**config.mk**
```make
export PLATFORM = sky130hd
export DESIGN_NAME = ipv4_udp_header_parser_core_flat
export DESIGN_NICKNAME = d
export VERILOG_FILES = /design/src/rtl/core/iuhp_pkg.sv /design/src/rtl/core/iuhp_if.sv /design/src/rtl/core/ipv4_udp_header_parser_core.sv /design/src/rtl/core/iuhp_front.sv /design/src/rtl/core/iuhp_queue.sv /design/src/rtl/core/iuhp_back.sv /design/src/flat_wrapper.sv
export VERILOG_INCLUDE_DIRS = /design/src /design/src/rtl/core
export SDC_FILE = /design/constraint.sdc
export NUM_CORES = 1
export LEC_CHECK = 0
export ABC_AREA = 0
export ABC_CLOCK_PERIOD_IN_PS = 8300
export BUFFER_PORTS_ARGS = -buffer_cell sky130_fd_sc_hd__buf_2
export CAP_MARGIN = 30
export CORE_ASPECT_RATIO = 0.5
export CORE_MARGIN = 1.5
export CORE_UTILIZATION = 54
export DETAILED_ROUTE_END_ITERATION = 12
export GPL_ROUTABILITY_DRIVEN = 0
export PLACE_DENSITY = 0.76
export SETUP_SLACK_MARGIN = 0.15
export SLEW_MARGIN = 40
export SYNTH_ARGS = -nofsm -noshare
export SYNTH_HDL_FRONTEND = slang
export SYNTH_SLANG_ARGS = --single-unit
```
**constraint.sdc**
```tcl
create_clock -name i_clk -period 8.3 [get_ports i_clk]
set_clock_uncertainty 0.05 [all_clocks]
set_input_delay 0.415 -clock i_clk [delete_from_list [all_inputs] [get_ports i_clk]]
set_output_delay 0.415 -clock i_clk [all_outputs]
set_load 0.01 [all_outputs]
```
**src/rtl/core/ipv4_udp_header_parser_core_macros.svh**
```systemverilog
// Assertion helpers shared by the parser core modules.
// Each macro expects i_clk and i_rst_n in the scope where it is used.
`ifndef IPV4_UDP_HEADER_PARSER_CORE_MACROS_SVH
`define IPV4_UDP_HEADER_PARSER_CORE_MACROS_SVH

// Same-cycle implication.
`define IUHP_ASSERT_IMP(lbl, ante, cons, msg) \
    lbl: assert property (@(posedge i_clk) disable iff (!i_rst_n) (ante) |-> (cons)) \
        else $error(msg);

// Next-cycle implication.
`define IUHP_ASSERT_NEXT(lbl, ante, cons, msg) \
    lbl: assert property (@(posedge i_clk) disable iff (!i_rst_n) (ante) |=> (cons)) \
        else $error(msg);

`endif

```
**src/rtl/core/iuhp_pkg.sv**
```systemverilog
`default_nettype none
// ----------------------------------------------------------------------------
// iuhp_pkg
// Types, codes and header offsets for the IPv4/UDP header parser core.
// ----------------------------------------------------------------------------
package iuhp_pkg;

    typedef enum logic [2:0] {
        ST_OK        = 3'd0,
        ST_SKIP      = 3'd1,
        ST_SHORT_IP  = 3'd2,
        ST_NOT_V4    = 3'd3,
        ST_OPTIONS   = 3'd4,
        ST_FRAGMENT  = 3'd5,
        ST_NOT_UDP   = 3'd6,
        ST_SHORT_UDP = 3'd7
    } t_status;

    typedef enum logic [1:0] {
        DIR_INPUT    = 2'd0,
        DIR_OUTPUT   = 2'd1,
        DIR_INTERNAL = 2'd2
    } t_dir;

    // Configuration register indexes
    localparam int CFG_IDX_W  = 1;
    localparam int CFG_DATA_W = 16;
    localparam logic [CFG_IDX_W-1:0] CFG_LOOPBACK_INDEX = 1'd0;
    localparam logic [CFG_IDX_W-1:0] CFG_UDP_PROTOCOL   = 1'd1;
    localparam logic [15:0] LOOPBACK_INDEX_RST = 16'd1;
    localparam logic [7:0]  UDP_PROTOCOL_RST   = 8'd17;

    // Header byte offsets and lengths
    localparam logic [15:0] OFS_VER_IHL   = 16'd0;
    localparam logic [15:0] OFS_FRAG_HI   = 16'd6;
    localparam logic [15:0] OFS_FRAG_LO   = 16'd7;
    localparam logic [15:0] OFS_PROTO     = 16'd9;
    localparam logic [15:0] OFS_SRC_ADDR  = 16'd12;
    localparam logic [15:0] OFS_DST_ADDR  = 16'd16;
    localparam logic [15:0] OFS_SRC_PORT  = 16'd20;
    localparam logic [15:0] OFS_DST_PORT  = 16'd22;
    localparam logic [15:0] OFS_UDP_END   = 16'd24;
    localparam logic [15:0] IP_HDR_LEN    = 16'd20;
    localparam logic [15:0] FULL_HDR_LEN  = 16'd28;
    localparam logic [15:0] COUNT_MAX     = 16'hFFFF;
    localparam logic [3:0]  IP_VERSION    = 4'd4;
    localparam logic [3:0]  IHL_WORDS     = 4'd5;
    localparam logic [7:0]  FRAG_HI_MASK  = 8'h3F;

    typedef struct packed {
        logic [15:0] loopback_index;
        logic [7:0]  udp_protocol;
    } t_cfg;

    // One classified packet, before field masking
    typedef struct packed {
        t_status     status;
        t_dir        direction;
        logic [31:0] src_addr;
        logic [31:0] dst_addr;
        logic [7:0]  proto;
        logic [15:0] src_port;
        logic [15:0] dst_port;
        logic [15:0] byte_count;
    } t_rec;

    typedef struct packed {
        logic valid;
        t_rec rec;
    } t_push;

    // Result queue
    localparam int QDEPTH = 2;
    localparam int QPTR_W = $clog2(QDEPTH);
    localparam int QCNT_W = $clog2(QDEPTH + 1);

endpackage
`default_nettype wire

```
**src/rtl/core/iuhp_if.sv**
```systemverilog
`default_nettype none
// ----------------------------------------------------------------------------
// iuhp_if
// Valid/ready channels for packet bytes in and parse results out.
// ----------------------------------------------------------------------------
interface iuhp_in_if;
    logic        valid;
    logic        ready;
    logic [7:0]  packet_byte;
    logic        first_byte;
    logic        last_byte;
    logic [15:0] in_device;
    logic [15:0] out_device;

    modport source (output valid, packet_byte, first_byte, last_byte, in_device,
                    out_device, input ready);
    modport sink   (input valid, packet_byte, first_byte, last_byte, in_device,
                    out_device, output ready);
endinterface

interface iuhp_out_if;
    logic        valid;
    logic        ready;
    logic [2:0]  status;
    logic [1:0]  direction;
    logic [31:0] source_address;
    logic [31:0] destination_address;
    logic [7:0]  protocol_number;
    logic [15:0] source_port;
    logic [15:0] destination_port;
    logic [15:0] payload_length;

    modport source (output valid, status, direction, source_address,
                    destination_address, protocol_number, source_port,
                    destination_port, payload_length, input ready);
    modport sink   (input valid, status, direction, source_address,
                    destination_address, protocol_number, source_port,
                    destination_port, payload_length, output ready);
endinterface
`default_nettype wire

```
**src/rtl/core/ipv4_udp_header_parser_core.sv**
```systemverilog
// A report is written into the result queue on the edge that accepts its last byte,
// then loaded into the output register once that register is empty or its report is taken.
// Throughput: one packet byte per cycle unless stalled; the intake counter takes every accepted byte.
// The input stalls only while the two-entry result queue is full.
// Reset (synchronous, active low) clears byte count, status, queue and output
// valid, and sets loopback_index to 1 and udp_protocol to 17.
`default_nettype none
// ----------------------------------------------------------------------------
// ipv4_udp_header_parser_core
// IPv4/UDP header parser: classifies one packet per last byte and reports
// status, direction, addresses, protocol, ports and payload length.
// ----------------------------------------------------------------------------
module ipv4_udp_header_parser_core (
    input  wire                               i_clk,
    input  wire                               i_rst_n,
    input  wire                               i_cfg_we,
    input  wire [iuhp_pkg::CFG_IDX_W-1:0]     i_cfg_idx,
    input  wire [iuhp_pkg::CFG_DATA_W-1:0]    i_cfg_data,
    iuhp_in_if.sink                           i_in,
    iuhp_out_if.source                        o_out
);

    // Configuration registers; the user must write them only while the block is idle (not enforced here)
    logic [15:0]     r_loopback_index;
    logic [7:0]      r_udp_protocol;
    iuhp_pkg::t_cfg  w_cfg;

    // Intake to queue, queue to output stage
    iuhp_pkg::t_push w_push;
    iuhp_pkg::t_rec  w_qdata;
    logic            w_full;
    logic            w_empty;
    logic            w_pop;

    always_ff @(posedge i_clk) begin
        if (!i_rst_n) begin
            r_loopback_index <= iuhp_pkg::LOOPBACK_INDEX_RST;
            r_udp_protocol   <= iuhp_pkg::UDP_PROTOCOL_RST;
        end else if (i_cfg_we) begin
            case (i_cfg_idx)
                iuhp_pkg::CFG_LOOPBACK_INDEX: begin
                    r_loopback_index <= i_cfg_data[15:0];
                end
                iuhp_pkg::CFG_UDP_PROTOCOL: begin
                    r_udp_protocol <= i_cfg_data[7:0];
                end
                default: begin
                    // ignore writes to unused indexes
                end
            endcase
        end
    end

    assign w_cfg.loopback_index = r_loopback_index;
    assign w_cfg.udp_protocol   = r_udp_protocol;

    // Front: accept bytes, track the header and push one record per packet
    iuhp_front u_front (
        .i_clk   (i_clk),
        .i_rst_n (i_rst_n),
        .i_cfg   (w_cfg),
        .i_in    (i_in),
        .i_full  (w_full),
        .o_push  (w_push)
    );

    // Queue: hold finished records so intake keeps running during output stalls
    iuhp_queue u_queue (
        .i_clk   (i_clk),
        .i_rst_n (i_rst_n),
        .i_push  (w_push),
        .o_full  (w_full),
        .i_pop   (w_pop),
        .o_empty (w_empty),
        .o_data  (w_qdata)
    );

    // Back: mask fields by status and drive the result channel
    iuhp_back u_back (
        .i_clk   (i_clk),
        .i_rst_n (i_rst_n),
        .i_empty (w_empty),
        .i_data  (w_qdata),
        .o_pop   (w_pop),
        .o_out   (o_out)
    );

endmodule
`default_nettype wire

```
**src/rtl/core/iuhp_front.sv**
```systemverilog
`default_nettype none
// ----------------------------------------------------------------------------
// iuhp_front
// Byte intake: counts bytes, checks the header and captures its fields.
// ----------------------------------------------------------------------------
module iuhp_front (
    input  wire            i_clk,
    input  wire            i_rst_n,
    input  iuhp_pkg::t_cfg i_cfg,
    iuhp_in_if.sink        i_in,
    input  wire            i_full,
    output iuhp_pkg::t_push o_push
);

    logic [15:0]       r_byte_count, n_byte_count;
    iuhp_pkg::t_status r_status, n_status;
    iuhp_pkg::t_dir    r_dir, n_dir;
    logic [31:0]       r_src_addr, n_src_addr;
    logic [31:0]       r_dst_addr, n_dst_addr;
    logic [7:0]        r_proto, n_proto;
    logic [15:0]       r_src_port, n_src_port;
    logic [15:0]       r_dst_port, n_dst_port;

    logic [15:0]       w_cnt;
    iuhp_pkg::t_status w_stat;
    iuhp_pkg::t_status w_final;
    logic [7:0]        w_b;
    logic              w_accept;

    assign i_in.ready = !i_full;
    assign w_accept   = i_in.valid && !i_full;
    assign w_b        = i_in.packet_byte;

    always_comb begin
        w_cnt  = r_byte_count;
        w_stat = r_status;
        n_dir  = r_dir;
        if (i_in.first_byte) begin
            w_cnt  = '0;
            w_stat = iuhp_pkg::ST_OK;
            if (i_in.in_device != 16'd0) begin
                n_dir = iuhp_pkg::DIR_INPUT;
                if (i_in.in_device == i_cfg.loopback_index) begin
                    w_stat = iuhp_pkg::ST_SKIP;
                end
            end else begin
                n_dir = (i_in.out_device != i_cfg.loopback_index) ?
                        iuhp_pkg::DIR_OUTPUT : iuhp_pkg::DIR_INTERNAL;
            end
        end

        n_status   = w_stat;
        n_src_addr = r_src_addr;
        n_dst_addr = r_dst_addr;
        n_proto    = r_proto;
        n_src_port = r_src_port;
        n_dst_port = r_dst_port;

        // Record only the first fault of a packet
        if (w_stat != iuhp_pkg::ST_SKIP) begin
            if (w_cnt == iuhp_pkg::OFS_VER_IHL) begin
                if (w_b[7:4] != iuhp_pkg::IP_VERSION) begin
                    if (w_stat == iuhp_pkg::ST_OK) n_status = iuhp_pkg::ST_NOT_V4;
                end else if (w_b[3:0] != iuhp_pkg::IHL_WORDS) begin
                    if (w_stat == iuhp_pkg::ST_OK) n_status = iuhp_pkg::ST_OPTIONS;
                end
            end else if (w_cnt == iuhp_pkg::OFS_FRAG_HI) begin
                if ((w_b & iuhp_pkg::FRAG_HI_MASK) != 8'd0) begin
                    if (w_stat == iuhp_pkg::ST_OK) n_status = iuhp_pkg::ST_FRAGMENT;
                end
            end else if (w_cnt == iuhp_pkg::OFS_FRAG_LO) begin
                if (w_b != 8'd0) begin
                    if (w_stat == iuhp_pkg::ST_OK) n_status = iuhp_pkg::ST_FRAGMENT;
                end
            end else if (w_cnt == iuhp_pkg::OFS_PROTO) begin
                n_proto = w_b;
                if (w_b != i_cfg.udp_protocol) begin
                    if (w_stat == iuhp_pkg::ST_OK) n_status = iuhp_pkg::ST_NOT_UDP;
                end
            end else if (w_cnt >= iuhp_pkg::OFS_SRC_ADDR && w_cnt < iuhp_pkg::OFS_DST_ADDR) begin
                n_src_addr = {r_src_addr[23:0], w_b};
            end else if (w_cnt >= iuhp_pkg::OFS_DST_ADDR && w_cnt < iuhp_pkg::OFS_SRC_PORT) begin
                n_dst_addr = {r_dst_addr[23:0], w_b};
            end else if (w_cnt >= iuhp_pkg::OFS_SRC_PORT && w_cnt < iuhp_pkg::OFS_DST_PORT) begin
                n_src_port = {r_src_port[7:0], w_b};
            end else if (w_cnt >= iuhp_pkg::OFS_DST_PORT && w_cnt < iuhp_pkg::OFS_UDP_END) begin
                n_dst_port = {r_dst_port[7:0], w_b};
            end
        end

        // Saturate the count on very long packets
        n_byte_count = (w_cnt == iuhp_pkg::COUNT_MAX) ? w_cnt : w_cnt + 16'd1;

        if (w_stat == iuhp_pkg::ST_SKIP) begin
            w_final = iuhp_pkg::ST_SKIP;
        end else if (n_byte_count < iuhp_pkg::IP_HDR_LEN) begin
            w_final = iuhp_pkg::ST_SHORT_IP;
        end else if (n_status != iuhp_pkg::ST_OK) begin
            w_final = n_status;
        end else if (n_byte_count < iuhp_pkg::FULL_HDR_LEN) begin
            w_final = iuhp_pkg::ST_SHORT_UDP;
        end else begin
            w_final = iuhp_pkg::ST_OK;
        end
    end

    always_comb begin
        o_push.valid          = w_accept && i_in.last_byte;
        o_push.rec.status     = w_final;
        o_push.rec.direction  = n_dir;
        o_push.rec.src_addr   = n_src_addr;
        o_push.rec.dst_addr   = n_dst_addr;
        o_push.rec.proto      = n_proto;
        o_push.rec.src_port   = n_src_port;
        o_push.rec.dst_port   = n_dst_port;
        o_push.rec.byte_count = n_byte_count;
    end

    always_ff @(posedge i_clk) begin
        if (!i_rst_n) begin
            r_byte_count <= '0;
            r_status     <= iuhp_pkg::ST_OK;
            r_dir        <= iuhp_pkg::DIR_INPUT;
        end else if (w_accept) begin
            r_dir <= n_dir;
            if (i_in.last_byte) begin
                r_byte_count <= '0;
                r_status     <= iuhp_pkg::ST_OK;
            end else begin
                r_byte_count <= n_byte_count;
                r_status     <= n_status;
            end
        end
    end

    always_ff @(posedge i_clk) begin
        if (w_accept) begin
            r_src_addr <= n_src_addr;
            r_dst_addr <= n_dst_addr;
            r_proto    <= n_proto;
            r_src_port <= n_src_port;
            r_dst_port <= n_dst_port;
        end
    end

endmodule
`default_nettype wire

```
**src/rtl/core/iuhp_queue.sv**
```systemverilog
`default_nettype none
`include "ipv4_udp_header_parser_core_macros.svh"
// ----------------------------------------------------------------------------
// iuhp_queue
// Short result queue between intake and output stages.
// ----------------------------------------------------------------------------
module iuhp_queue (
    input  wire             i_clk,
    input  wire             i_rst_n,
    input  iuhp_pkg::t_push i_push,
    output logic            o_full,
    input  wire             i_pop,
    output logic            o_empty,
    output iuhp_pkg::t_rec  o_data
);

    iuhp_pkg::t_rec                 r_mem [iuhp_pkg::QDEPTH];
    logic [iuhp_pkg::QPTR_W-1:0]    r_wr_ptr;
    logic [iuhp_pkg::QPTR_W-1:0]    r_rd_ptr;
    logic [iuhp_pkg::QCNT_W-1:0]    r_count;

    assign o_full  = (r_count == iuhp_pkg::QCNT_W'(iuhp_pkg::QDEPTH));
    assign o_empty = (r_count == '0);
    assign o_data  = r_mem[r_rd_ptr];

    always_ff @(posedge i_clk) begin
        if (i_push.valid) begin
            r_mem[r_wr_ptr] <= i_push.rec;
        end
    end

    always_ff @(posedge i_clk) begin
        if (!i_rst_n) begin
            r_wr_ptr <= '0;
            r_rd_ptr <= '0;
            r_count  <= '0;
        end else begin
            if (i_push.valid) r_wr_ptr <= r_wr_ptr + iuhp_pkg::QPTR_W'(1);
            if (i_pop)        r_rd_ptr <= r_rd_ptr + iuhp_pkg::QPTR_W'(1);
            if (i_push.valid && !i_pop) begin
                r_count <= r_count + iuhp_pkg::QCNT_W'(1);
            end else if (!i_push.valid && i_pop) begin
                r_count <= r_count - iuhp_pkg::QCNT_W'(1);
            end
        end
    end

    `IUHP_ASSERT_IMP(a_no_push_full, i_push.valid, !o_full, "push into full result queue")
    `IUHP_ASSERT_IMP(a_no_pop_empty, i_pop, !o_empty, "pop from empty result queue")
    `IUHP_ASSERT_NEXT(a_count_up, i_push.valid && !i_pop, r_count == $past(r_count) + 1'b1, "queue count did not advance on push")

endmodule
`default_nettype wire

```
**src/rtl/core/iuhp_back.sv**
```systemverilog
`default_nettype none
`include "ipv4_udp_header_parser_core_macros.svh"
// ----------------------------------------------------------------------------
// iuhp_back
// Output stage: masks fields by status, computes payload length, registers.
// ----------------------------------------------------------------------------
module iuhp_back (
    input  wire            i_clk,
    input  wire            i_rst_n,
    input  wire            i_empty,
    input  iuhp_pkg::t_rec i_data,
    output logic           o_pop,
    iuhp_out_if.source     o_out
);

    logic        r_valid;
    logic [2:0]  r_status, n_status;
    logic [1:0]  r_direction, n_direction;
    logic [31:0] r_src_addr, n_src_addr;
    logic [31:0] r_dst_addr, n_dst_addr;
    logic [7:0]  r_proto, n_proto;
    logic [15:0] r_src_port, n_src_port;
    logic [15:0] r_dst_port, n_dst_port;
    logic [15:0] r_payload_len, n_payload_len;
    logic        w_hdr_ok;
    logic        w_ok;

    assign o_pop = !i_empty && (!r_valid || o_out.ready);

    always_comb begin
        w_ok     = (i_data.status == iuhp_pkg::ST_OK);
        w_hdr_ok = w_ok || (i_data.status == iuhp_pkg::ST_NOT_UDP) ||
                   (i_data.status == iuhp_pkg::ST_SHORT_UDP);
        n_status      = i_data.status;
        n_direction   = (i_data.status == iuhp_pkg::ST_SKIP) ? iuhp_pkg::DIR_INPUT
                                                              : i_data.direction;
        n_src_addr    = w_hdr_ok ? i_data.src_addr : 32'd0;
        n_dst_addr    = w_hdr_ok ? i_data.dst_addr : 32'd0;
        n_proto       = w_hdr_ok ? i_data.proto : 8'd0;
        n_src_port    = w_ok ? i_data.src_port : 16'd0;
        n_dst_port    = w_ok ? i_data.dst_port : 16'd0;
        n_payload_len = w_ok ? (i_data.byte_count - iuhp_pkg::FULL_HDR_LEN) : 16'd0;
    end

    always_ff @(posedge i_clk) begin
        if (!i_rst_n) begin
            r_valid <= 1'b0;
        end else if (o_pop) begin
            r_valid <= 1'b1;
        end else if (o_out.ready) begin
            r_valid <= 1'b0;
        end
    end

    always_ff @(posedge i_clk) begin
        if (o_pop) begin
            r_status      <= n_status;
            r_direction   <= n_direction;
            r_src_addr    <= n_src_addr;
            r_dst_addr    <= n_dst_addr;
            r_proto       <= n_proto;
            r_src_port    <= n_src_port;
            r_dst_port    <= n_dst_port;
            r_payload_len <= n_payload_len;
        end
    end

    assign o_out.valid               = r_valid;
    assign o_out.status              = r_status;
    assign o_out.direction           = r_direction;
    assign o_out.source_address      = r_src_addr;
    assign o_out.destination_address = r_dst_addr;
    assign o_out.protocol_number     = r_proto;
    assign o_out.source_port         = r_src_port;
    assign o_out.destination_port    = r_dst_port;
    assign o_out.payload_length      = r_payload_len;

    `IUHP_ASSERT_NEXT(a_pop_loads, o_pop, r_valid, "popped result not presented")
    `IUHP_ASSERT_IMP(a_skip_clean, r_valid && r_status == iuhp_pkg::ST_SKIP, r_direction == iuhp_pkg::DIR_INPUT && r_src_addr == 32'd0 && r_proto == 8'd0, "loopback skip carries data")
    `IUHP_ASSERT_IMP(a_fail_no_len, r_valid && r_status != iuhp_pkg::ST_OK, r_payload_len == 16'd0 && r_src_port == 16'd0 && r_dst_port == 16'd0, "failed packet carries UDP fields")

endmodule
`default_nettype wire
```
**src/flat_wrapper.sv**
```systemverilog
// flat-port wrapper written by rule: the top's interface ports become plain ports
module ipv4_udp_header_parser_core_flat 
  (i_clk, i_rst_n, i_cfg_we, i_cfg_idx, i_cfg_data, i_in_valid, i_in_packet_byte, i_in_first_byte, i_in_last_byte, i_in_in_device, i_in_out_device, i_in_ready, o_out_valid, o_out_status, o_out_direction, o_out_source_address, o_out_destination_address, o_out_protocol_number, o_out_source_port, o_out_destination_port, o_out_payload_length, o_out_ready);
  iuhp_in_if i_in_i ();
  iuhp_out_if o_out_i ();
  input  wire i_clk;
  input  wire i_rst_n;
  input  wire i_cfg_we;
  input  wire [iuhp_pkg::CFG_IDX_W-1:0] i_cfg_idx;
  input  wire [iuhp_pkg::CFG_DATA_W-1:0] i_cfg_data;
  input wire logic [$bits(i_in_i.valid)-1:0] i_in_valid;
  input wire logic [$bits(i_in_i.packet_byte)-1:0] i_in_packet_byte;
  input wire logic [$bits(i_in_i.first_byte)-1:0] i_in_first_byte;
  input wire logic [$bits(i_in_i.last_byte)-1:0] i_in_last_byte;
  input wire logic [$bits(i_in_i.in_device)-1:0] i_in_in_device;
  input wire logic [$bits(i_in_i.out_device)-1:0] i_in_out_device;
  output wire logic [$bits(i_in_i.ready)-1:0] i_in_ready;
  output wire logic [$bits(o_out_i.valid)-1:0] o_out_valid;
  output wire logic [$bits(o_out_i.status)-1:0] o_out_status;
  output wire logic [$bits(o_out_i.direction)-1:0] o_out_direction;
  output wire logic [$bits(o_out_i.source_address)-1:0] o_out_source_address;
  output wire logic [$bits(o_out_i.destination_address)-1:0] o_out_destination_address;
  output wire logic [$bits(o_out_i.protocol_number)-1:0] o_out_protocol_number;
  output wire logic [$bits(o_out_i.source_port)-1:0] o_out_source_port;
  output wire logic [$bits(o_out_i.destination_port)-1:0] o_out_destination_port;
  output wire logic [$bits(o_out_i.payload_length)-1:0] o_out_payload_length;
  input wire logic [$bits(o_out_i.ready)-1:0] o_out_ready;
  assign i_in_i.valid = i_in_valid;
  assign i_in_i.packet_byte = i_in_packet_byte;
  assign i_in_i.first_byte = i_in_first_byte;
  assign i_in_i.last_byte = i_in_last_byte;
  assign i_in_i.in_device = i_in_in_device;
  assign i_in_i.out_device = i_in_out_device;
  assign i_in_ready = i_in_i.ready;
  assign o_out_valid = o_out_i.valid;
  assign o_out_status = o_out_i.status;
  assign o_out_direction = o_out_i.direction;
  assign o_out_source_address = o_out_i.source_address;
  assign o_out_destination_address = o_out_i.destination_address;
  assign o_out_protocol_number = o_out_i.protocol_number;
  assign o_out_source_port = o_out_i.source_port;
  assign o_out_destination_port = o_out_i.destination_port;
  assign o_out_payload_length = o_out_i.payload_length;
  assign o_out_i.ready = o_out_ready;
  ipv4_udp_header_parser_core u_core (.i_clk(i_clk), .i_rst_n(i_rst_n), .i_cfg_we(i_cfg_we), .i_cfg_idx(i_cfg_idx), .i_cfg_data(i_cfg_data), .i_in(i_in_i), .o_out(o_out_i));
endmodule
```
==> results of run 1 <==
synthesized netlist by cell type (6+ instances only):
library cell	count
buf_1	6
mux2_1	10
a22oi_1	16
dfxtp_1	51
edfxtp_1	479
nor3_1	8
buf_2	20
nand2b_1	11
clkbuf_1	35
mux2_2	100
o21ai_0	11
nand3_1	11
nand4_1	9
inv_1	12
mux2i_1	119
and2_1	6
nor2b_1	27
ha_1	6
nor4_1	12
a21boi_0	24
xnor2_1	36
a211oi_1	7
nand2_1	70
nor2_1	153
xor2_1	30
a21oi_1	21
registers in the layout, summed over array words and instances (netlist names), 3 cells and up, named ones only:
register,cells
u_core.u_back.o_out.protocol_number,8
u_core.u_front.r_dst_addr,32
u_core.u_front.r_src_port,16
u_core.r_loopback_index,16
u_core.u_back.o_out.payload_length,16
u_core.u_front.r_dst_port,16
u_core.u_queue.r_mem,250
u_core.u_back.o_out.source_port,16
u_core.r_udp_protocol,8
u_core.u_front.r_proto,8
u_core.u_front.r_status,3
u_core.u_front.r_src_addr,32
u_core.u_back.o_out.status,3
u_core.u_front.r_byte_count,16
u_core.u_back.o_out.source_address,32
u_core.u_back.o_out.destination_port,16
u_core.u_back.o_out.destination_address,32
where the power goes:
group / switching (mW) / internal (mW)
clock: 0.919 / 1.01
sequential: 0.126 / 3.32
combinational: 0.781 / 0.408
per-layer routing:
layer / global-route usage / vias to the layer above / wire length, µm
li1: - / 5452 / -
met1: 0.269 / 5904 / 17800
met2: 0.347 / 361 / 20600
met3: 0.0319 / 76 / 2140
met4: 0.0580 / 0 / 900
met5: 0 / - / 0
metrics by stage:
stage	setup WS, ns	total power [mW]	area (µm²)	hold WS, ns	cells
6_report	4.52	6.56	24200	0.0472	2118
5_1_grt	4.25	6.83	24200	0.0442	2118
4_1_cts	4.48	6.63	24200	0.0313	2117
3_5_place_dp	4.50	4.71	22900	0.425	2035
3_3_place_gp	4.39	4.67	22800	0.427	2031
2_1_floorplan	1.20	4.29	21400	0.406	1364
area by class of cell:
class,instances,area share
clock inverter,26,0.00646
timing repair buffer,208,0.0468
tap,530,0.0274
clock buffer,56,0.0481
multi-input combinational,756,0.233
sequential,530,0.636
inverter,12,0.00196
worst max-delay path, stage by stage (launching register included):
cell	delay (ns)
dfxtp_1	0.42
nand2b_1	0.15
nand2_1	0.05
buf_4	0.21
inv_4	0.40
nand2_1	0.21
nor2_4	0.57
buf_4	0.62
buf_6	0.60
cell families (layout without fill, tap and decap cells):
logic type,after synthesis,in the layout,share of synthesized area
AO/OA/AOI/OAI,103,103,0.0341
multiplexers,229,229,0.114
adder cells (fa/ha/maj),6,6,0.00351
XOR/XNOR,66,66,0.0271
AND/OR/NAND/NOR,352,352,0.0838
buffers and inverters,78,302,0.0166
flip-flops,530,530,0.721
worst min-delay path by stage:
stage	start	end	slack, ns
global route	i_cfg_data[10]	u_core.r_loopback_index[10]	0.04
detailed placement	u_core.r_udp_protocol[1]	u_core.r_udp_protocol[1]	0.43
CTS	i_cfg_data[0]	u_core.r_udp_protocol[0]	0.03
finish	i_cfg_data[0]	u_core.r_loopback_index[0]	0.05
global placement	u_core.r_udp_protocol[1]	u_core.r_udp_protocol[1]	0.43
floorplan	u_core.r_udp_protocol[5]	u_core.r_udp_protocol[5]	0.41
==> flow_summary.yaml, run 1 <==
sta:
  rsz0062_at_grt: "no"
  setup_viol: 0
  worst_pin_slew_ns: 0.823
  hold_viol_final: 0
  finalSetupTns_ns: 0
  slew_headroom: 0.451
  min_period_over_period: 0.455
  fmax_mhz: 265
  slew_viol_final: 0
  fin_crit_ns: 3.78
clock_network:
  clk_latency_ns: 0.56
  cts-root-buf: "clkbuf_16"
  cts.clk_slew.worst_paths_ns: 0.07
  clock-sinks: 530
  cts_setup_buffers: 0
  cts_buffer_depth: 3
  numCtsBuffers: 44
  ctsHtreeMaxLevel: 2
  cts_hold_buf: 0
  cts_tree: "done"
  ctsResizeCount: 0
critical_path:
  required_ns: 8.44
  crit_start: "u_core.u_queue.r_count[0]"
  cp.arrival_ns: 3.92
  reg2reg_slack_ns: 4.52
  end_kind: "register"
  r2r-end: "u_core.u_queue.r_mem[0][92]"
  cp_max_fo: 63
  cp-endpoint: "u_core.u_queue.r_mem[0][92]"
  r2r-start: "u_core.u_queue.r_count[0]"
  r2r_cells: 8
  critical_path_class: "register to register"
  crit_path_start_kind: "register"
logic_synthesis:
  syn_inst: 1364
  ys_warn_count: 0
  seq_area_frac_synth: 0.721
  ys_top_cells_by_area: "edfxtp_1, mux2i_1, mux2_2"
  syn_area_mm2: 0.0214
  netlist.area_leader.share: 0.673
  syn_avg_cell_area_um2: 15.7
  synth_flop_cell: "edfxtp_1"
  synth-seq-cells: 530
  async_reset_ff_frac: 0
  synth_cell_type_count: 69
  synth_nets: 1434
  synth_edf_count: 479
  yosys.area.top_type: "edfxtp_1"
finish:
  finalNetCount: 1622
  drive_gt1_frac: 0.252
  fill_cells: 2839
  antenna_cells: 0
  post-route-util: 0.622
  final_cell_mix: "edfxtp_1, buf_2, nor2_1, mux2i_1, mux2_2"
  syn2layout_area_growth_pct: 13.4
  layout_commonest_cell: "edfxtp_1"
  seq_area_mm2: 0.0154
  multi_input_area_mm2: 0.00565
global_routing:
  antenna_found_initial: 1
  grt_overflow: 0
  grt_pass1_vias: 11900
  grt_use_total: 0.202
  grt_pass1_wl_mm: 64.4
  grt_max_degree: 75
pwr:
  leakage_nw: 7.31
  peakVddDrop_mv: 0.163
  p_per_area_mw_per_mm2: 271
die:
  die_area_mm2: 0.0408
  start_util: 0.549
  die-height_um: 144
  design.core.area_mm2: 0.0389
  ioPinCount: 191
  rows: 51
  die_width_um: 284
place:
  dp_hpwl_mm: 25.8
  io_buffers: 190
detailed_routing:
  drtIter0Drc: 1008
  ant_nets: 0
  drt_wl_total_mm: 41.4
  viasPerCell: 5.57
  wl_per_cell_um: 19.6
  dr.pass1.iters: 8
  vias: 11800
  drc: 0
min_path:
  hp-class: "primary input to register"
  holdPathStages: 3
flow_run:
  max-cap-violations: 0
status:
  status: "completed"
(Power assumes the default switching activity.)
==> run 2: changes to the inputs <==
--- a/config.mk
+++ b/config.mk
@@ -6,8 +6,8 @@
 export SDC_FILE = /design/constraint.sdc
 export NUM_CORES = 1
 export LEC_CHECK = 0
-export ABC_AREA = 0
-export ABC_CLOCK_PERIOD_IN_PS = 8300
+export ABC_AREA = 1
+export ABC_CLOCK_PERIOD_IN_PS = 3300
 export BUFFER_PORTS_ARGS = -buffer_cell sky130_fd_sc_hd__buf_2
 export CAP_MARGIN = 30
 export CORE_ASPECT_RATIO = 0.5
==> constraint.sdc (replaced) <==
create_clock -name i_clk -period 3.3 [get_ports i_clk]
set_clock_uncertainty 0.05 [all_clocks]
set_input_delay 0.165 -clock i_clk [delete_from_list [all_inputs] [get_ports i_clk]]
set_output_delay 0.165 -clock i_clk [all_outputs]
set_load 0.01 [all_outputs]
==> run 2 against run 1 <==
  * Utilization up 1.6 points
  * Register-to-register slack got worse by 4.1 ns
  * First-iteration DRC count grew 9.8%
  * Clock power rose to 2.6 times the previous value
  * Wire length rose by 11%
  * Flip-flop and latch count unchanged
  * Count of clock-buffer cells in the layout up 6
  * Worst hold slack worse by 0.030 ns
==> flow_summary.yaml, run 2 <==
status:
  status: "completed"
global_routing:
  grt_use_total: 0.225
  antenna_found_initial: 0
  grt_max_degree: 130
  grt_overflow: 0
  grt_pass1_vias: 13600
  grt_pass1_wl_mm: 72.1
sta:
  setup_viol: 0
  finalSetupTns_ns: 0
  rsz0062_at_grt: "no"
  worst_pin_slew_ns: 0.801
  hold_viol_final: 0
  fmax_mhz: 350
  slew_viol_final: 0
  fin_ws_ns: 0.443
  min_period_over_period: 0.866
  slew_headroom: 0.466
  fin_crit_ns: 2.86
  whs_ns: 0.0176
critical_path:
  reg2reg_slack_ns: 0.44
  r2r_cells: 12
  end_kind: "register"
  cp_max_fo: 33
  crit_path_start_kind: "register"
  r2r-start: "u_core.r_loopback_index[2]"
  required_ns: 3.55
  cp.arrival_ns: 3.11
  critical_path_class: "register to register"
  cp-endpoint: "u_core.u_front.r_src_addr[0]"
  r2r-end: "u_core.u_front.r_src_addr[0]"
  crit_start: "u_core.r_loopback_index[2]"
place:
  io_buffers: 190
  dpl_worst_slack_ns: 0.443
  placed_cell_area_mm2: 0.0233
  dp_hpwl_mm: 28.8
die:
  die_area_mm2: 0.0412
  die_width_um: 286
  die-height_um: 144
  ioPinCount: 191
  start_util: 0.551
  design.core.area_mm2: 0.0391
  rows: 51
finish:
  fill_cells: 2888
  finalNetCount: 2095
  antenna_cells: 0
  final_cell_mix: "nand2_1, edfxtp_1, buf_2, a21oi_1, inv_1"
  layout_commonest_cell: "nand2_1"
  syn2layout_area_growth_pct: 15.8
  drive_gt1_frac: 0.178
  regMostFlops: "u_core.u_queue.r_mem"
  largest_register_ffs: 250
  fin_area_mm2: 0.0250
logic_synthesis:
  yosys.area.top_type: "edfxtp_1"
  synth_nets: 1872
  syn_area_mm2: 0.0216
  syn_inst: 1802
  seq_area_frac_synth: 0.715
  ys_top_cells_by_area: "edfxtp_1, nand2_1, dfxtp_1"
  netlist_top_cells_count: "nand2_1, edfxtp_1, a21oi_1"
  synth_flop_cell: "edfxtp_1"
  yosysMostFrequentCell: "nand2_1"
  synth_cell_type_count: 43
  netlist.area_leader.share: 0.667
  synth_edf_count: 479
  async_reset_ff_frac: 0
  synth-seq-cells: 530
  syn_avg_cell_area_um2: 12.0
  ys_warn_count: 0
min_path:
  hp-class: "primary input to register"
pwr:
  p_per_area_mw_per_mm2: 765
  leakage_nw: 9.23
  peakVddDrop_mv: 0.442
detailed_routing:
  viasPerCell: 5.41
  wl_per_cell_um: 17.8
  dr.pass1.iters: 7
  drt_wl_total_mm: 46.1
  drc: 0
  drtIter0Drc: 1107
  vias: 14000
  ant_nets: 0
clock_network:
  clk_latency_ns: 0.56
  cts_buffer_depth: 3
  cts_tree: "done"
  ctsResizeCount: 0
  cts.clk_slew.worst_paths_ns: 0.07
  numCtsBuffers: 45
  clock-sinks: 530
  ctsHtreeMaxLevel: 2
  cts_hold_buf: 28
  cts-root-buf: "clkbuf_16"
  cts_setup_buffers: 0
flow_run:
  max-cap-violations: 0
## run 2: cell types whose count changed in the layout (fill, tap and decap cells not counted), moves of 28 or more
cell	before	now
o21ai_0	11	94
nor2_1	150	86
mux2_2	100	36
a21oi_1	21	181
mux2i_1	119	7
dlygate4sd3_1	0	28
nand2_1	70	487
inv_1	11	107
## run 2: critical path, stage by stage (launching register included)
cell,delay (ns)
dfxtp_1,0.38
inv_1,0.07
nand2_1,0.06
nand2_1,0.05
nor2_1,0.08
nand2_1,0.09
nor2_1,0.11
nand3_1,0.13
nand2_1,0.12
nand3_2,0.32
nand3_1,0.22
buf_4,0.44
mux2_2,0.45
## run 2: per-layer routing
metal	vias up	GRT usage	share of wire
met5	-	0	0
li1	6702	-	-
met4	0	0.0824	0.029
met3	95	0.0390	0.063
met1	6770	0.289	0.41
met2	440	0.387	0.50
## run 2: worst min path at each step
stage	depth (start not counted)	startpoint	end	slack, ns
3_3_place_gp	3	i_cfg_data[12]	u_core.r_loopback_index[12]	0.35
5_1_grt	2	i_rst_n	u_core.r_loopback_index[0]	0.03
3_5_place_dp	3	i_cfg_data[12]	u_core.r_loopback_index[12]	0.35
2_1_floorplan	2	i_cfg_data[0]	u_core.r_udp_protocol[0]	0.23
6_report	2	i_rst_n	u_core.r_loopback_index[0]	0.02
4_1_cts	2	i_rst_n	u_core.r_loopback_index[0]	0.02
## run 2: final cells by class
| class | instances | area [µm²] | area share |
|---|---|---|---|
| clock buffer | 62 | 1230 | 0.0493 |
| clock inverter | 17 | 144 | 0.00576 |
| inverter | 120 | 455 | 0.0182 |
| multi-input combinational | 1076 | 5410 | 0.217 |
| sequential | 530 | 15400 | 0.617 |
| tap | 530 | 663 | 0.0266 |
| timing repair buffer | 252 | 1650 | 0.0662 |
## run 2: stage by stage
step	power (mW)	util	std cells
final	19.1	0.638	2587
after floorplan	12.3	-	1802
after detailed placement	14.2	0.596	2480
after global placement	14.1	0.595	2479
after CTS	19.2	0.638	2587
after global routing	20.1	0.638	2587
## run 2: logic make-up after synthesis
group,count (synthesis),share of synthesized area
AO/OA/AOI/OAI,304,0.0721
XOR/XNOR,36,0.0146
adder cells (fa/ha/maj),6,0.00348
buffers and inverters,196,0.0361
flip-flops,530,0.715
multiplexers,62,0.0320
AND/OR/NAND/NOR,668,0.127
## run 2: report_power, final
group	switching, mW	total [mW]	internal, mW
clock network	2.31	5.02	2.71
registers	0.445	9.52	9.08
logic	3.16	4.56	1.39
total	5.92	19.1	13.2
